[config.mk]
export PLATFORM = sky130hd
export DESIGN_NAME = crc16_frame_checker_top_flat
export DESIGN_NICKNAME = d
export VERILOG_FILES = /design/src/rtl/crc16fc_pkg.sv /design/src/rtl/crc16fc_in_if.sv /design/src/rtl/crc16fc_out_if.sv /design/src/rtl/crc16_frame_checker_top.sv /design/src/flat_wrapper.sv
export SDC_FILE = /design/constraint.sdc
export NUM_CORES = 1
export LEC_CHECK = 0
export BUFFER_PORTS_ARGS = -buffer_cell sky130_fd_sc_hd__buf_4
export CORE_ASPECT_RATIO = 1.4
export CORE_MARGIN = 3
export CORE_UTILIZATION = 55
export DETAILED_ROUTE_END_ITERATION = 8
export GPL_ROUTABILITY_DRIVEN = 0
export GPL_TIMING_DRIVEN = 0
export PLACE_DENSITY = 0.77
export SYNTH_ARGS = -nofsm -noshare
export SYNTH_HDL_FRONTEND = slang
export SYNTH_SLANG_ARGS = --single-unit
[constraint.sdc]
create_clock -name clk_i -period 6.4 [get_ports clk_i]
set_input_delay 0.32 -clock clk_i [delete_from_list [all_inputs] [get_ports clk_i]]
set_output_delay 0.32 -clock clk_i [all_outputs]
set_load 0.02 [all_outputs]
[src/rtl/crc16fc_pkg.sv]
// Package for the CRC-16 frame checker: status codes, register indexes,
// reset values and the one-byte CRC update function.
// No dependencies; crc16_frame_checker_top imports it.
package crc16fc_pkg;

  localparam int unsigned ByteW    = 8;
  localparam int unsigned CrcW     = 16;
  localparam int unsigned CfgIdxW  = 3;
  localparam int unsigned RawW     = 16;
  localparam int unsigned MvW      = 17;
  localparam int unsigned ProdW    = 29;
  localparam int unsigned MvShift  = 12;

  localparam logic [CrcW-1:0]  CRC_POLY  = 16'hA001;
  localparam logic [ProdW-1:0] MV_SCALE  = 29'd6600;
  localparam logic [ByteW-1:0] IDX_MAX   = 8'd255;
  // A frame needs two sync bytes and two CRC bytes, so a last byte at
  // position two or lower ends a frame that is too short.
  localparam logic [ByteW-1:0] SHORT_LAST_POS = 8'd2;
  localparam logic [ByteW-1:0] SYNC1_POS = 8'd0;
  localparam logic [ByteW-1:0] SYNC2_POS = 8'd1;
  localparam logic [ByteW-1:0] CRC_START_POS = 8'd2;

  // Configuration register indexes.
  localparam logic [CfgIdxW-1:0] CFG_SYNC_FIRST   = 3'd0;
  localparam logic [CfgIdxW-1:0] CFG_SYNC_SECOND  = 3'd1;
  localparam logic [CfgIdxW-1:0] CFG_DEVICE_OFS   = 3'd2;
  localparam logic [CfgIdxW-1:0] CFG_COUNTER_OFS  = 3'd3;
  localparam logic [CfgIdxW-1:0] CFG_VOLT_HI_OFS  = 3'd4;
  localparam logic [CfgIdxW-1:0] CFG_VOLT_LO_OFS  = 3'd5;

  // Register reset values.
  localparam logic [ByteW-1:0] RST_SYNC_FIRST  = 8'hAA;
  localparam logic [ByteW-1:0] RST_SYNC_SECOND = 8'hCC;
  localparam logic [ByteW-1:0] RST_DEVICE_OFS  = 8'd2;
  localparam logic [ByteW-1:0] RST_COUNTER_OFS = 8'd3;
  localparam logic [ByteW-1:0] RST_VOLT_HI_OFS = 8'd4;
  localparam logic [ByteW-1:0] RST_VOLT_LO_OFS = 8'd5;

  typedef enum logic [1:0] {
    STATUS_OK        = 2'd0,
    STATUS_BAD_SYNC  = 2'd1,
    STATUS_BAD_CRC   = 2'd2,
    STATUS_TOO_SHORT = 2'd3
  } status_e;

  // Reflected CRC-16 update over one byte, least significant bit first.
  function automatic logic [CrcW-1:0] crc_absorb(input logic [CrcW-1:0] crc,
                                                 input logic [ByteW-1:0] b);
    logic [CrcW-1:0] c;
    c = crc ^ {8'h00, b};
    for (int k = 0; k < 8; k++) begin
      if (c[0]) begin
        c = (c >> 1) ^ CRC_POLY;
      end else begin
        c = c >> 1;
      end
    end
    return c;
  endfunction

endpackage

[src/rtl/crc16fc_in_if.sv]
// Input channel of the CRC-16 frame checker: one received frame byte per word.
// Depends on nothing but the ready/valid convention of the block.
interface crc16fc_in_if;
  logic       valid;
  logic       ready;
  logic [7:0] rx_byte;
  logic       last_byte;

  modport source(output valid, output rx_byte, output last_byte, input ready);
  modport sink(input valid, input rx_byte, input last_byte, output ready);
endinterface

[src/rtl/crc16fc_out_if.sv]
// Result channel of the CRC-16 frame checker: one word per finished frame.
// Depends on nothing but the ready/valid convention of the block.
interface crc16fc_out_if;
  logic        valid;
  logic        ready;
  logic [1:0]  frame_status;
  logic [7:0]  device_id;
  logic [7:0]  packet_count;
  logic [15:0] battery_raw;
  logic [16:0] battery_millivolts;

  modport source(output valid, output frame_status, output device_id,
                 output packet_count, output battery_raw,
                 output battery_millivolts, input ready);
  modport sink(input valid, input frame_status, input device_id,
               input packet_count, input battery_raw,
               input battery_millivolts, output ready);
endinterface

[src/rtl/crc16_frame_checker_top.sv]
// CRC-16 telemetry frame checker. The block takes one frame byte per clock
// cycle and checks each frame in a single pass: the sync bytes are compared,
// the reflected CRC-16 update of a byte (eight shift steps, unrolled) runs
// when the byte leaves a two-byte delay line, and the device id, packet
// counter and battery word are captured at their configured positions. The
// last byte of a frame loads the result register, whose word appears in the
// next cycle; other bytes give no result. The CRC update is combinational;
// input ready drops only while a finished result waits to be taken. The user
// must write configuration only while no frame is in flight; the block itself
// does not enforce it. Depends on crc16fc_pkg, crc16fc_in_if, crc16fc_out_if.
module crc16_frame_checker_top
  import crc16fc_pkg::*;
(
  input  logic                 clk_i,
  input  logic                 rst_ni,
  input  logic                 cfg_we_i,
  input  logic [CfgIdxW-1:0]   cfg_idx_i,
  input  logic [ByteW-1:0]     cfg_data_i,
  crc16fc_in_if.sink           frame_i,
  crc16fc_out_if.source        result_o
);

  // Configuration registers.
  logic [ByteW-1:0] sync_first_q, sync_second_q;
  logic [ByteW-1:0] device_ofs_q, counter_ofs_q, volt_hi_ofs_q, volt_lo_ofs_q;

  always_ff @(posedge clk_i or negedge rst_ni) begin
    if (!rst_ni) begin
      sync_first_q  <= RST_SYNC_FIRST;
      sync_second_q <= RST_SYNC_SECOND;
      device_ofs_q  <= RST_DEVICE_OFS;
      counter_ofs_q <= RST_COUNTER_OFS;
      volt_hi_ofs_q <= RST_VOLT_HI_OFS;
      volt_lo_ofs_q <= RST_VOLT_LO_OFS;
    end else if (cfg_we_i) begin
      unique case (cfg_idx_i)
        CFG_SYNC_FIRST:  sync_first_q  <= cfg_data_i;
        CFG_SYNC_SECOND: sync_second_q <= cfg_data_i;
        CFG_DEVICE_OFS:  device_ofs_q  <= cfg_data_i;
        CFG_COUNTER_OFS: counter_ofs_q <= cfg_data_i;
        CFG_VOLT_HI_OFS: volt_hi_ofs_q <= cfg_data_i;
        CFG_VOLT_LO_OFS: volt_lo_ofs_q <= cfg_data_i;
        default: ;
      endcase
    end
  end

  // Frame state.
  logic [ByteW-1:0] byte_idx_q, byte_idx_d;
  logic [CrcW-1:0]  crc_q, crc_d;
  logic [ByteW-1:0] older_q, older_d, newer_q, newer_d;
  logic             sync_good_q, sync_good_d;
  logic [ByteW-1:0] held_dev_q, held_dev_d, held_cnt_q, held_cnt_d;
  logic [ByteW-1:0] held_vhi_q, held_vhi_d, held_vlo_q, held_vlo_d;

  // Result register.
  logic             out_valid_q, out_valid_d;
  status_e          out_status_q, out_status_d;
  logic [ByteW-1:0] out_dev_q, out_cnt_q;
  logic [RawW-1:0]  out_raw_q, out_raw_d;
  logic [MvW-1:0]   out_mv_q, out_mv_d;
  logic [ProdW-1:0] mv_prod;

  logic in_acc, out_acc, in_ready;
  logic [ByteW-1:0] pos, b;

  assign out_acc  = out_valid_q && result_o.ready;
  assign in_ready = !out_valid_q || result_o.ready;
  assign in_acc   = frame_i.valid && in_ready;
  assign pos      = byte_idx_q;
  assign b        = frame_i.rx_byte;

  always_comb begin
    sync_good_d = sync_good_q;
    if ((pos == SYNC1_POS && b != sync_first_q) ||
        (pos == SYNC2_POS && b != sync_second_q)) begin
      sync_good_d = 1'b0;
    end
    held_dev_d = (pos == device_ofs_q)  ? b : held_dev_q;
    held_cnt_d = (pos == counter_ofs_q) ? b : held_cnt_q;
    held_vhi_d = (pos == volt_hi_ofs_q) ? b : held_vhi_q;
    held_vlo_d = (pos == volt_lo_ofs_q) ? b : held_vlo_q;
    // The byte leaving the two-byte delay line is the one the CRC covers.
    crc_d      = (pos >= CRC_START_POS) ? crc_absorb(crc_q, older_q) : crc_q;
    older_d    = newer_q;
    newer_d    = b;
    byte_idx_d = (byte_idx_q == IDX_MAX) ? IDX_MAX : byte_idx_q + 8'd1;

    if (pos <= SHORT_LAST_POS) begin
      out_status_d = STATUS_TOO_SHORT;
    end else if (!sync_good_d) begin
      out_status_d = STATUS_BAD_SYNC;
    end else if (older_d != crc_d[15:8] || newer_d != crc_d[7:0]) begin
      out_status_d = STATUS_BAD_CRC;
    end else begin
      out_status_d = STATUS_OK;
    end

    out_raw_d = {held_vhi_d, held_vlo_d};
    mv_prod   = ProdW'(out_raw_d) * MV_SCALE;
    out_mv_d  = mv_prod[ProdW-1:MvShift];

    out_valid_d = out_valid_q && !result_o.ready;
    if (in_acc && frame_i.last_byte) begin
      out_valid_d = 1'b1;
    end
  end

  always_ff @(posedge clk_i or negedge rst_ni) begin
    if (!rst_ni) begin
      byte_idx_q  <= '0;
      crc_q       <= '0;
      older_q     <= '0;
      newer_q     <= '0;
      sync_good_q <= 1'b1;
      held_dev_q  <= '0;
      held_cnt_q  <= '0;
      held_vhi_q  <= '0;
      held_vlo_q  <= '0;
      out_valid_q <= 1'b0;
    end else begin
      out_valid_q <= out_valid_d;
      if (in_acc) begin
        if (frame_i.last_byte) begin
          // The frame is done; start the next one from a clean state.
          byte_idx_q  <= '0;
          crc_q       <= '0;
          older_q     <= '0;
          newer_q     <= '0;
          sync_good_q <= 1'b1;
          held_dev_q  <= '0;
          held_cnt_q  <= '0;
          held_vhi_q  <= '0;
          held_vlo_q  <= '0;
        end else begin
          byte_idx_q  <= byte_idx_d;
          crc_q       <= crc_d;
          older_q     <= older_d;
          newer_q     <= newer_d;
          sync_good_q <= sync_good_d;
          held_dev_q  <= held_dev_d;
          held_cnt_q  <= held_cnt_d;
          held_vhi_q  <= held_vhi_d;
          held_vlo_q  <= held_vlo_d;
        end
      end
    end
  end

  always_ff @(posedge clk_i) begin
    if (in_acc && frame_i.last_byte) begin
      out_status_q <= out_status_d;
      out_dev_q    <= held_dev_d;
      out_cnt_q    <= held_cnt_d;
      out_raw_q    <= out_raw_d;
      out_mv_q     <= out_mv_d;
    end
  end

  assign frame_i.ready               = in_ready;
  assign result_o.valid              = out_valid_q;
  assign result_o.frame_status       = out_status_q;
  assign result_o.device_id          = out_dev_q;
  assign result_o.packet_count       = out_cnt_q;
  assign result_o.battery_raw        = out_raw_q;
  assign result_o.battery_millivolts = out_mv_q;

  a_last_loads_result: assert property (@(posedge clk_i) disable iff (!rst_ni)
    (in_acc && frame_i.last_byte) |=> out_valid_q)
    else $error("last byte accepted but no result loaded");

  a_last_restarts_frame: assert property (@(posedge clk_i) disable iff (!rst_ni)
    (in_acc && frame_i.last_byte) |=> (byte_idx_q == '0 && crc_q == '0 && sync_good_q))
    else $error("frame state not cleared after last byte");

  a_index_steps: assert property (@(posedge clk_i) disable iff (!rst_ni)
    (in_acc && !frame_i.last_byte && byte_idx_q != IDX_MAX)
      |=> byte_idx_q == $past(byte_idx_q) + 8'd1)
    else $error("byte index did not advance");

  a_short_frame: assert property (@(posedge clk_i) disable iff (!rst_ni)
    (in_acc && frame_i.last_byte && byte_idx_q <= SHORT_LAST_POS)
      |=> out_status_q == STATUS_TOO_SHORT)
    else $error("short frame not flagged");

  a_no_accept_on_stall: assert property (@(posedge clk_i) disable iff (!rst_ni)
    (out_valid_q && !result_o.ready) |-> !in_acc)
    else $error("byte accepted while result stalled");

endmodule
[src/flat_wrapper.sv]
// flat-port wrapper written by rule: the top's interface ports become plain ports
module crc16_frame_checker_top_flat import crc16fc_pkg::*;
  (clk_i, rst_ni, cfg_we_i, cfg_idx_i, cfg_data_i, frame_i_valid, frame_i_rx_byte, frame_i_last_byte, frame_i_ready, result_o_valid, result_o_frame_status, result_o_device_id, result_o_packet_count, result_o_battery_raw, result_o_battery_millivolts, result_o_ready);
  crc16fc_in_if frame_i_i ();
  crc16fc_out_if result_o_i ();
  input  logic clk_i;
  input  logic rst_ni;
  input  logic cfg_we_i;
  input  logic [CfgIdxW-1:0] cfg_idx_i;
  input  logic [ByteW-1:0] cfg_data_i;
  input wire logic [$bits(frame_i_i.valid)-1:0] frame_i_valid;
  input wire logic [$bits(frame_i_i.rx_byte)-1:0] frame_i_rx_byte;
  input wire logic [$bits(frame_i_i.last_byte)-1:0] frame_i_last_byte;
  output wire logic [$bits(frame_i_i.ready)-1:0] frame_i_ready;
  output wire logic [$bits(result_o_i.valid)-1:0] result_o_valid;
  output wire logic [$bits(result_o_i.frame_status)-1:0] result_o_frame_status;
  output wire logic [$bits(result_o_i.device_id)-1:0] result_o_device_id;
  output wire logic [$bits(result_o_i.packet_count)-1:0] result_o_packet_count;
  output wire logic [$bits(result_o_i.battery_raw)-1:0] result_o_battery_raw;
  output wire logic [$bits(result_o_i.battery_millivolts)-1:0] result_o_battery_millivolts;
  input wire logic [$bits(result_o_i.ready)-1:0] result_o_ready;
  assign frame_i_i.valid = frame_i_valid;
  assign frame_i_i.rx_byte = frame_i_rx_byte;
  assign frame_i_i.last_byte = frame_i_last_byte;
  assign frame_i_ready = frame_i_i.ready;
  assign result_o_valid = result_o_i.valid;
  assign result_o_frame_status = result_o_i.frame_status;
  assign result_o_device_id = result_o_i.device_id;
  assign result_o_packet_count = result_o_i.packet_count;
  assign result_o_battery_raw = result_o_i.battery_raw;
  assign result_o_battery_millivolts = result_o_i.battery_millivolts;
  assign result_o_i.ready = result_o_ready;
  crc16_frame_checker_top u_core (.clk_i(clk_i), .rst_ni(rst_ni), .cfg_we_i(cfg_we_i), .cfg_idx_i(cfg_idx_i), .cfg_data_i(cfg_data_i), .frame_i(frame_i_i), .result_o(result_o_i));
endmodule
* Word level (Yosys, flattened, before mapping)
Index checks and enable logic that the tools add are counted.
Operators by class: add/subtract/negate cells 1, $mul 1, $lt $le $gt $ge 2, equality and inequality tests 15, mux-type cells 27, bitwise gates (word level) 10, reductions and logical operators 19
Operators by type and width (number):
- $mux W16 | 10
- $mux W8 | 12
- $eq A8 B8 Y1 | 4
- $ne A8 B8 Y1 | 4
- $mul A16 B10 Y26 const B | 1
- $not A2 Y3 | 8
- $xor A16 B8 Y16 | 1
- $reduce_and A2 Y1 | 6
- $add A8 B1 Y8 const B | 1
- $eq A8 B1 Y1 const B | 1
- $eq A8 B8 Y1 const B | 1
- $ge A8 B2 Y1 const B | 1
- $le A8 B2 Y1 const B | 1
- $logic_not A8 Y1 | 1
- $eq A3 B2 Y1 const B | 2
- $eq A3 B3 Y1 const B | 2
- $logic_and A1 B1 Y1 | 5
- $mux W2 | 2
- $eq A3 B1 Y1 const B | 1
- $logic_not A3 Y1 | 1
- $logic_or A1 B1 Y1 | 3
- $mux W1 | 3
- $logic_not A1 Y1 | 2
- $reduce_or A2 Y1 | 1
- $not A1 Y1 | 1
Storage, ports and cells: bits in registers 173, input bits 25, output and inout port bits 53, logic and storage cells 97

* Longest topological paths before layout
Gate-level depths: netlist (run 1).
depth in word-level cells 22, mapped depth 24

* Worst setup path before layout (run 1)
Ideal clock, no wire load.
path kind reg2reg, start point register u_core.byte_idx_q[0], end point register u_core.out_mv_q[16] (netlist: u_core.result_o.battery_millivolts[16]), data pin, library setup time 264 ps, arrival time 5877 ps, required time 6136 ps, slack 258 ps, cell stages (with the launch flop) 25, buffers on the path 1, period minus slack after synthesis 6142 ps, cell sequence dfrtp_1 buf_2 xor2_1 nor4_2 nand2_1 mux2i_1 inv_1 ha_1 inv_1 fa_1 inv_1 fa_1 fa_1 inv_1 fa_1 inv_1 ha_1 a21oi_1 o21ai_1 o21ai_0 o221ai_1 o2111ai_1 nand2_1 o41ai_2 xnor2_1
On the way: longest elaborated chain between the ends 3, elaborated cells between the ends (all ways) 5, those cells by class mul (1); eq/ne (2); mux (2)
Ends and longest elaborated chain:
- start: declaration | line crc16_frame_checker_top.sv:49 | logic [ByteW-1:0] byte_idx_q, byte_idx_d;
- start signal: assignment | line crc16_frame_checker_top.sv:136 | byte_idx_q <= byte_idx_d;
- $eq A8 B8 Y1 | line crc16_frame_checker_top.sv:82 | held_vlo_d = (pos == volt_lo_ofs_q) ? b : held_vlo_q;
- $mux W8 | line crc16_frame_checker_top.sv:82
- named net u_core.held_vlo_d[5] | line crc16_frame_checker_top.sv:54 | logic [ByteW-1:0] held_vhi_q, held_vhi_d, held_vlo_q, held_vlo_d;
- $mul A16 B10 Y26 | line crc16_frame_checker_top.sv:100 | mv_prod = ProdW'(out_raw_d) * MV_SCALE;
- named net u_core.mv_prod[28] | line crc16_frame_checker_top.sv:62 | logic [ProdW-1:0] mv_prod;
- end signal: assignment | line crc16_frame_checker_top.sv:156 | out_mv_q <= out_mv_d;
- end: declaration | line crc16_frame_checker_top.sv:61 | logic [MvW-1:0] out_mv_q, out_mv_d;
The timed path passes the listed nets, and every way through them passes these cells. A chain may end at the register's enable or synchronous reset.

* Worst setup path after layout (run 1)
Same ends and word-level chain as after synthesis.

==> metrics.md, run 1 <==
| Metric | Value |
|---|---|
| Setup TNS | 0 ns |
| 1st-pass router iterations | 5 |
| CTS Buf Count | 17 |
| Area contributors post-synth | dfrtp_1 (25%), edfxtp_1 (14%), ha_1 (9.7%) |
| Post-synth EDFFs | 51 |
| Post-DP Area | between 10000 and 15000 um2 |
| Most frequent cells in the layout | dfrtp_1 (107), buf_4 (92), inv_1 (84) |
| Post-DR vias/cell | 5.868 |
| Residual DRC | 0 |
| Worst setup path category | flop to flop |
| Seq pwr share | 0.373 |
| DIE WIDTH | roughly 120 um |
| Least-Margin Pin Slew | 1.289 ns |
| Logic pwr share | 0.340 |
| First-pass GRT wire length | 40.12 mm |
| Max H-tree Level | 4 |
| RR Endpoint | u_core.result_o.battery_millivolts[16] |
| Pint | 2.584 mW |
| Min-delay worst type | input port to flop |
| Worst setup SP type | flop |
| All-Layer GR Usage | 0.2468 |
| Final count of negative-setup-slack endpoints | 0 |
| Clk slew on worst S/H paths | 0.07 ns |
| Post-route core utilization | 0.6865 |
| Commonest non-fill, non-tap cell in the layout | dfrtp_1 |
| FFs w/ async S/R, synth | 0.7052 |
| Antenna violations before repair | 0 |
| CTS tree | done |
| Buffers added on ports | 67 |
| Post-synth top area share | 0.2499 |
| Hold_sp | cfg_data_i[1] |
| DP HPWL | 18.21 mm |
| Dpl ws | -0.9131 ns |
| Initial Util | 0.5693 |
| Achievable clock frequency | 0.1576 GHz |
| Syn avg cell area | 11.55 um2 |
| Syn_nets | 1079 |
| Post-Layout Inst Area | approximately 13000 um2 |
| Area Growth Syn to Fin | 20.58% |
| PwrDens | between 200 and 300 nW/um2 |
| Min cycle time layout | about 6.3 ns |
| Num rows | 59 |
| I/O pins | 78 |
| Slew Limit Fails | 0 |
| Crit Path Max Fanout | 8 |
| Critical-path top delay cell | fa_1 |
| Clock Tree Root | clkbuf_16 |
| CTS Buffer Depth | 2 |
| Crit. End Element | flop |
| Endpoint, Worst Hold | u_core.device_ofs_q[1] |
| Vias | 7622 |
| WHS | 0.1692 ns |
| Yosys cell types | 64 |
| Share of layout cells above drive strength 1 | 0.2739 |
| Gr ovfl total | 0 |
| Max-cap violations | 0 |
| VDD IR max | 0.0001858 V |
| R2r setup slk | ~0.053 ns |
| Antenna viol nets, final | 0 |
| Slew HR | 0.1388 |
| Yosys warnings | 0 |
| Psw | around 1.3 mW |
| WP data arrival | 6.53 ns |
| Post-Syn Area | about 11000 um2 |
| Seq cells post-synth | 173 |
| Fin. Hold Viols | 0 |
| Worst R2R Start | u_core.byte_idx_q[0] |
| Hold Path Stages | 2 |
| Post-Synthesis Cells | roughly 930 |
| Lkg Pwr | 6.170 nW |
| CP required | 6.58 ns |
| Skew final | 0.009472 ns |
| Setup ws final | around 0.053 ns |
| DR WL/cell | 21.01 um |
| Largest net degree at the start of global routing | 75 |
| # clock sinks | 173 |
| Clock latency on the worst-skew pair | between 0.4 and 0.5 ns |
| Crit share post-route | 0.9917 |
| Outcome | finished clean |
| Nets | 1193 |
| Power share of the clock group | 0.287 |
| Sequential area share after synthesis | 0.4295 |
| Antenna Cells | 0 |
| Max stage delay on crit path | 0.54 ns |
| Chip height | 171.2 um |
| Vias in the first global route | a little under 8000 |
| Final wirelength | about 27 mm |
| Path depth of the worst reg2reg path | 25 |
| Post-synth top flop | dfrtp_1 |
| Core ar. | 18820 um2 |
| Switching Fraction | 0.3285 |
| FILL cells | 1341 |
| Post-synth top area cell | dfrtp_1 |
| Worst setup startpoint | u_core.byte_idx_q[0] |
| Die area | 21220 um2 |
| Drt first-iter violations | 556 |
==> metal layers <==
layer / vias to the layer above / GRT usage / share of wire
met1: 3830 / 0.2981 / 0.37
met3: 98 / 0.03869 / 0.044
met4: 0 / 0.1092 / 0.043
li1: 3438 / - / -
met2: 256 / 0.4323 / 0.54
met5: - / 0 / 0
==> area by class of cell <==
cell class	count	area [um2]	share of cell area
plain buffers	39	182.7	0.01414
clock buffers	24	556.8	0.04309
clock inverters	8	86.33	0.006681
inverters	95	359.1	0.02779
multi-input cells	621	6051	0.4682
flip-flops and latches	173	4603	0.3562
well taps	244	305.3	0.02363
repair buffers	95	778.2	0.06022
==> sequential cells by signal, summed over array words and instances, names as in the netlist <==
name                                flops
u_core.byte_idx_q                       8
u_core.counter_ofs_q                    8
u_core.crc_q                           16
u_core.device_ofs_q                     8
u_core.held_cnt_q                       8
u_core.held_dev_q                       8
u_core.held_vhi_q                       8
u_core.held_vlo_q                       8
u_core.newer_q                          8
u_core.older_q                          8
u_core.result_o.battery_millivolts     17
u_core.result_o.battery_raw            16
u_core.result_o.device_id               8
u_core.result_o.frame_status            2
u_core.result_o.packet_count            8
u_core.result_o.valid                   1
u_core.sync_first_q                     8
u_core.sync_good_q                      1
u_core.sync_second_q                    8
u_core.volt_hi_ofs_q                    8
u_core.volt_lo_ofs_q                    8
==> Yosys cell counts, types with 15 or more instances <==
library cell / count
xnor2_1: 56
clkbuf_1: 28
fa_1: 43
nand3b_1: 17
dfrtp_1: 107
a21oi_1: 26
edfxtp_1: 51
inv_1: 93
o21ai_1: 31
nor2_1: 17
nand2_1: 79
dfstp_2: 15
mux2i_1: 18
a22oi_1: 17
mux2_2: 68
xor2_1: 43
ha_1: 83
a22o_1: 20
==> critical path, delay by kind of cell, from the launching register on <==
family / cells / cell delay [ns]
DFF: 1 / 0.40
xor gates and xnor gates: 2 / 0.27
adders and majority gates: 6 / 2.46
AOI/OAI and AO/OA: 6 / 1.36
and+or+nand+nor: 3 / 0.60
buffers and inverters: 7 / 0.80
muxes: 1 / 0.21
==> power by group through the flow <==
stage | logic (mW) | registers [mW] | clock network [mW]
after floorplan | 0.913 | 1.45 | 0
after global placement | 1.17 | 1.44 | 0
after detailed placement | 1.19 | 1.45 | 0
after CTS | 1.23 | 1.43 | 1.11
after global routing | 1.43 | 1.46 | 1.16
final | 1.31 | 1.44 | 1.11
==> cell families (layout without fill, tap and decap cells) <==
kind of cell / Yosys count / after routing / share of synthesized area
buf+inv: 134 / 261 / 0.04822
xor+xnor: 107 / 107 / 0.09434
compound gates: 135 / 135 / 0.08407
simple gates: 167 / 167 / 0.07834
flops: 173 / 173 / 0.4295
fa+ha+maj: 126 / 126 / 0.1772
mux: 86 / 86 / 0.08827
==> worst max path at each step <==
stage / end / slack (ns) / cells past startpoint
floorplan: u_core.result_o.battery_millivolts[16] / 0.26 / 24
global placement: u_core.result_o.battery_millivolts[16] / -0.87 / 22
detailed placement: u_core.result_o.battery_millivolts[16] / -0.91 / 22
CTS: u_core.result_o.battery_millivolts[15] / -0.04 / 25
global route: u_core.result_o.battery_millivolts[16] / -0.20 / 25
finish: u_core.result_o.battery_millivolts[16] / 0.05 / 25
==> what timing repair did <==
item                                    4_1_cts  5_1_grt
pin swaps                                     4       23
buffers inserted                              6       18
endpoints found under the setup margin       16       15
hold buffers                                  1        0
gates resized for setup                      24       72
endpoints found under the hold margin        43        0
==> through the flow <==
stage          instances  power (mW)
2_1_floorplan        928       2.362
3_3_place_gp        1239       2.607
3_5_place_dp        1241       2.638
4_1_cts             1280       3.776
5_1_grt             1299       4.041
6_report            1299       3.848
Note: power is estimated with default switching activity, not from simulation.
==> run 2, diff against run 1 <==
Settings changed: ABC_CLOCK_PERIOD_IN_PS set to 6400, GPL_TIMING_DRIVEN 0 to unset.
==> metrics.md, run 2 (synthesis results as in run 1) <==
| Metric | Value |
|---|---|
| Fin. Hold Viols | 0 |
| Buffers added on ports | 77 |
| Gr ovfl total | 0 |
| Achievable clock frequency | 0.1610 GHz |
| Chip height | 171.2 um |
| R2r setup slk | ~0.19 ns |
| Post-DP Area | 11700 um2 |
| Largest net degree at the start of global routing | between 70 and 80 |
| CTS tree | done |
| Register area | approximately 4600 um2 |
| Post-DR vias/cell | 5.762 |
| Residual DRC | 0 |
| DR WL/cell | 19.99 um |
| Num rows | 59 |
| Crit share post-route | 0.9708 |
| Final count of negative-setup-slack endpoints | 0 |
| Antenna viol nets, final | 0 |
| Hold Path Stages | 2 |
| Clock Tree Root | clkbuf_16 |
| DIE WIDTH | roughly 120 um |
| Slew HR | 0.1276 |
| DP HPWL | approximately 18 mm |
| Worst setup path category | flop to flop |
| Slew Limit Fails | 0 |
| Crit. End Element | flop |
| Least-Margin Pin Slew | 1.306 ns |
| Final wirelength | ~26 mm |
| Max-cap violations | 0 |
| Skew final | roughly 0.008 ns |
| RR Endpoint | u_core.result_o.battery_millivolts[16] |
| Core ar. | 18820 um2 |
| Min-delay worst type | input port to flop |
| Most frequent cells in the layout | buf_4 (121), dfrtp_1 (105), inv_1 (87) |
| Share of layout cells above drive strength 1 | 0.2804 |
| Antenna violations before repair | 0 |
| Crit Path Max Fanout | 8 |
| Endpoint, Worst Hold | u_core.counter_ofs_q[7] |
| # clock sinks | ~170 |
| Max FFs per register | 17 |
| VDD IR max | 0.0001869 V |
| Clk slew on worst S/H paths | 0.07 ns |
| Die area | 21220 um2 |
| Commonest non-fill, non-tap cell in the layout | buf_4 |
| CTS Buf Count | 17 |
| Lkg Pwr | slightly above 6 nW |
| Min cycle time layout | 6.213 ns |
| Max H-tree Level | 4 |
| First-pass GRT wire length | 40.12 mm |
| 1st-pass router iterations | 5 |
| Worst R2R Start | u_core.byte_idx_q[6] |
| I/O pins | 78 |
| Clock latency on the worst-skew pair | 0.43 ns |
| Drt first-iter violations | 581 |
| CP required | 6.58 ns |
| Worst setup startpoint | u_core.byte_idx_q[6] |
| Post-Layout Inst Area | between 10000 and 15000 um2 |
| Hold_sp | cfg_data_i[7] |
| Nets | 1183 |
| Path depth of the worst reg2reg path | 23 |
| PwrDens | just under 300 nW/um2 |
| Total chip power | 3.784 mW |
| Area Growth Syn to Fin | 18.83% |
| FILL cells | 1376 |
| Outcome | finished clean |
| Setup TNS | 0 ns |
| Worst setup SP type | flop |
| Initial Util | 0.5693 |
| Antenna Cells | 0 |
| Vias in the first global route | 7683 |
| All-Layer GR Usage | 0.2479 |
| WP data arrival | between 6 and 7 ns |
| Multi-input gate area | between 5000 and 6000 um2 |
| Vias | 7427 |
| CTS Buffer Depth | 2 |
| Post-route core utilization | 0.6765 |
| WHS | 0.1813 ns |
-- run 2: cell types whose count changed in the layout (fill, tap and decap cells not counted), sizes merged --
cell and change:
buf +17, clkinvlp -1, clkinv +4, clkbuf -30
-- run 2: what timing repair did --
item / CTS / global route
hold endpoints to repair: 45 / 0
resized for setup: 3 / 51
buffers inserted: 0 / 12
hold buffers: 1 / 0
endpoints found under the setup margin: 10 / 8
pin swaps: 0 / 14
gates cloned: 0 / 0
-- run 2: area by class of cell --
| type | count | area share |
|---|---|---|
| clock inverter | 11 | 0.009236 |
| inverter | 95 | 0.02800 |
| tap | 244 | 0.02397 |
| clock buffer | 21 | 0.03960 |
| multi-input combinational | 621 | 0.4630 |
| timing repair buffer | 124 | 0.07457 |
| sequential | 173 | 0.3617 |
-- run 2: worst max path at each step --
stage / to / depth (start not counted)
2_1_floorplan: u_core.result_o.battery_millivolts[16] / 24
3_3_place_gp: u_core.result_o.battery_millivolts[16] / 21
3_5_place_dp: u_core.result_o.battery_millivolts[16] / 21
4_1_cts: u_core.result_o.battery_millivolts[16] / 22
5_1_grt: u_core.result_o.battery_millivolts[16] / 24
6_report: u_core.result_o.battery_millivolts[16] / 23
-- run 2: layer usage --
metal  global-route usage  wire length, um
met3              0.03869              988
met1               0.3004             9945
met2               0.4351            13810
met5                    0                0
met4               0.1063             1030
-- run 2: worst max-delay path: stages, from the launching register on --
cell and delay (ns):
dfrtp_2 0.44, buf_4 0.15, xor2_1 0.16, nor4_4 0.30, nand2_2 0.10, buf_12 0.17
mux2i_4 0.20, inv_2 0.09, ha_1 0.34, inv_1 0.07, fa_1 0.50, inv_1 0.06
fa_1 0.52, fa_1 0.56, fa_1 0.64, ha_4 0.24, nand4_1 0.13, nor2_1 0.09
o21ai_2 0.18, o221ai_2 0.16, o2111ai_2 0.25, nand2_1 0.12, o41ai_2 0.37, xnor2_1 0.11
-- run 2: through the flow --
stage	worst slack (ns)	std cells
2_1_floorplan	0.2582	928
3_3_place_gp	-0.009242	1244
3_5_place_dp	-0.1949	1244
4_1_cts	0.01270	1277
5_1_grt	-0.01071	1289
6_report	0.1869	1289
-- run 2: power by group --
group          total [mW]  leakage, nW  internal, mW  switching, mW
clock network        1.08        0.304         0.617          0.462
logic                1.27         3.85         0.597          0.675
registers            1.43         2.05          1.31          0.119
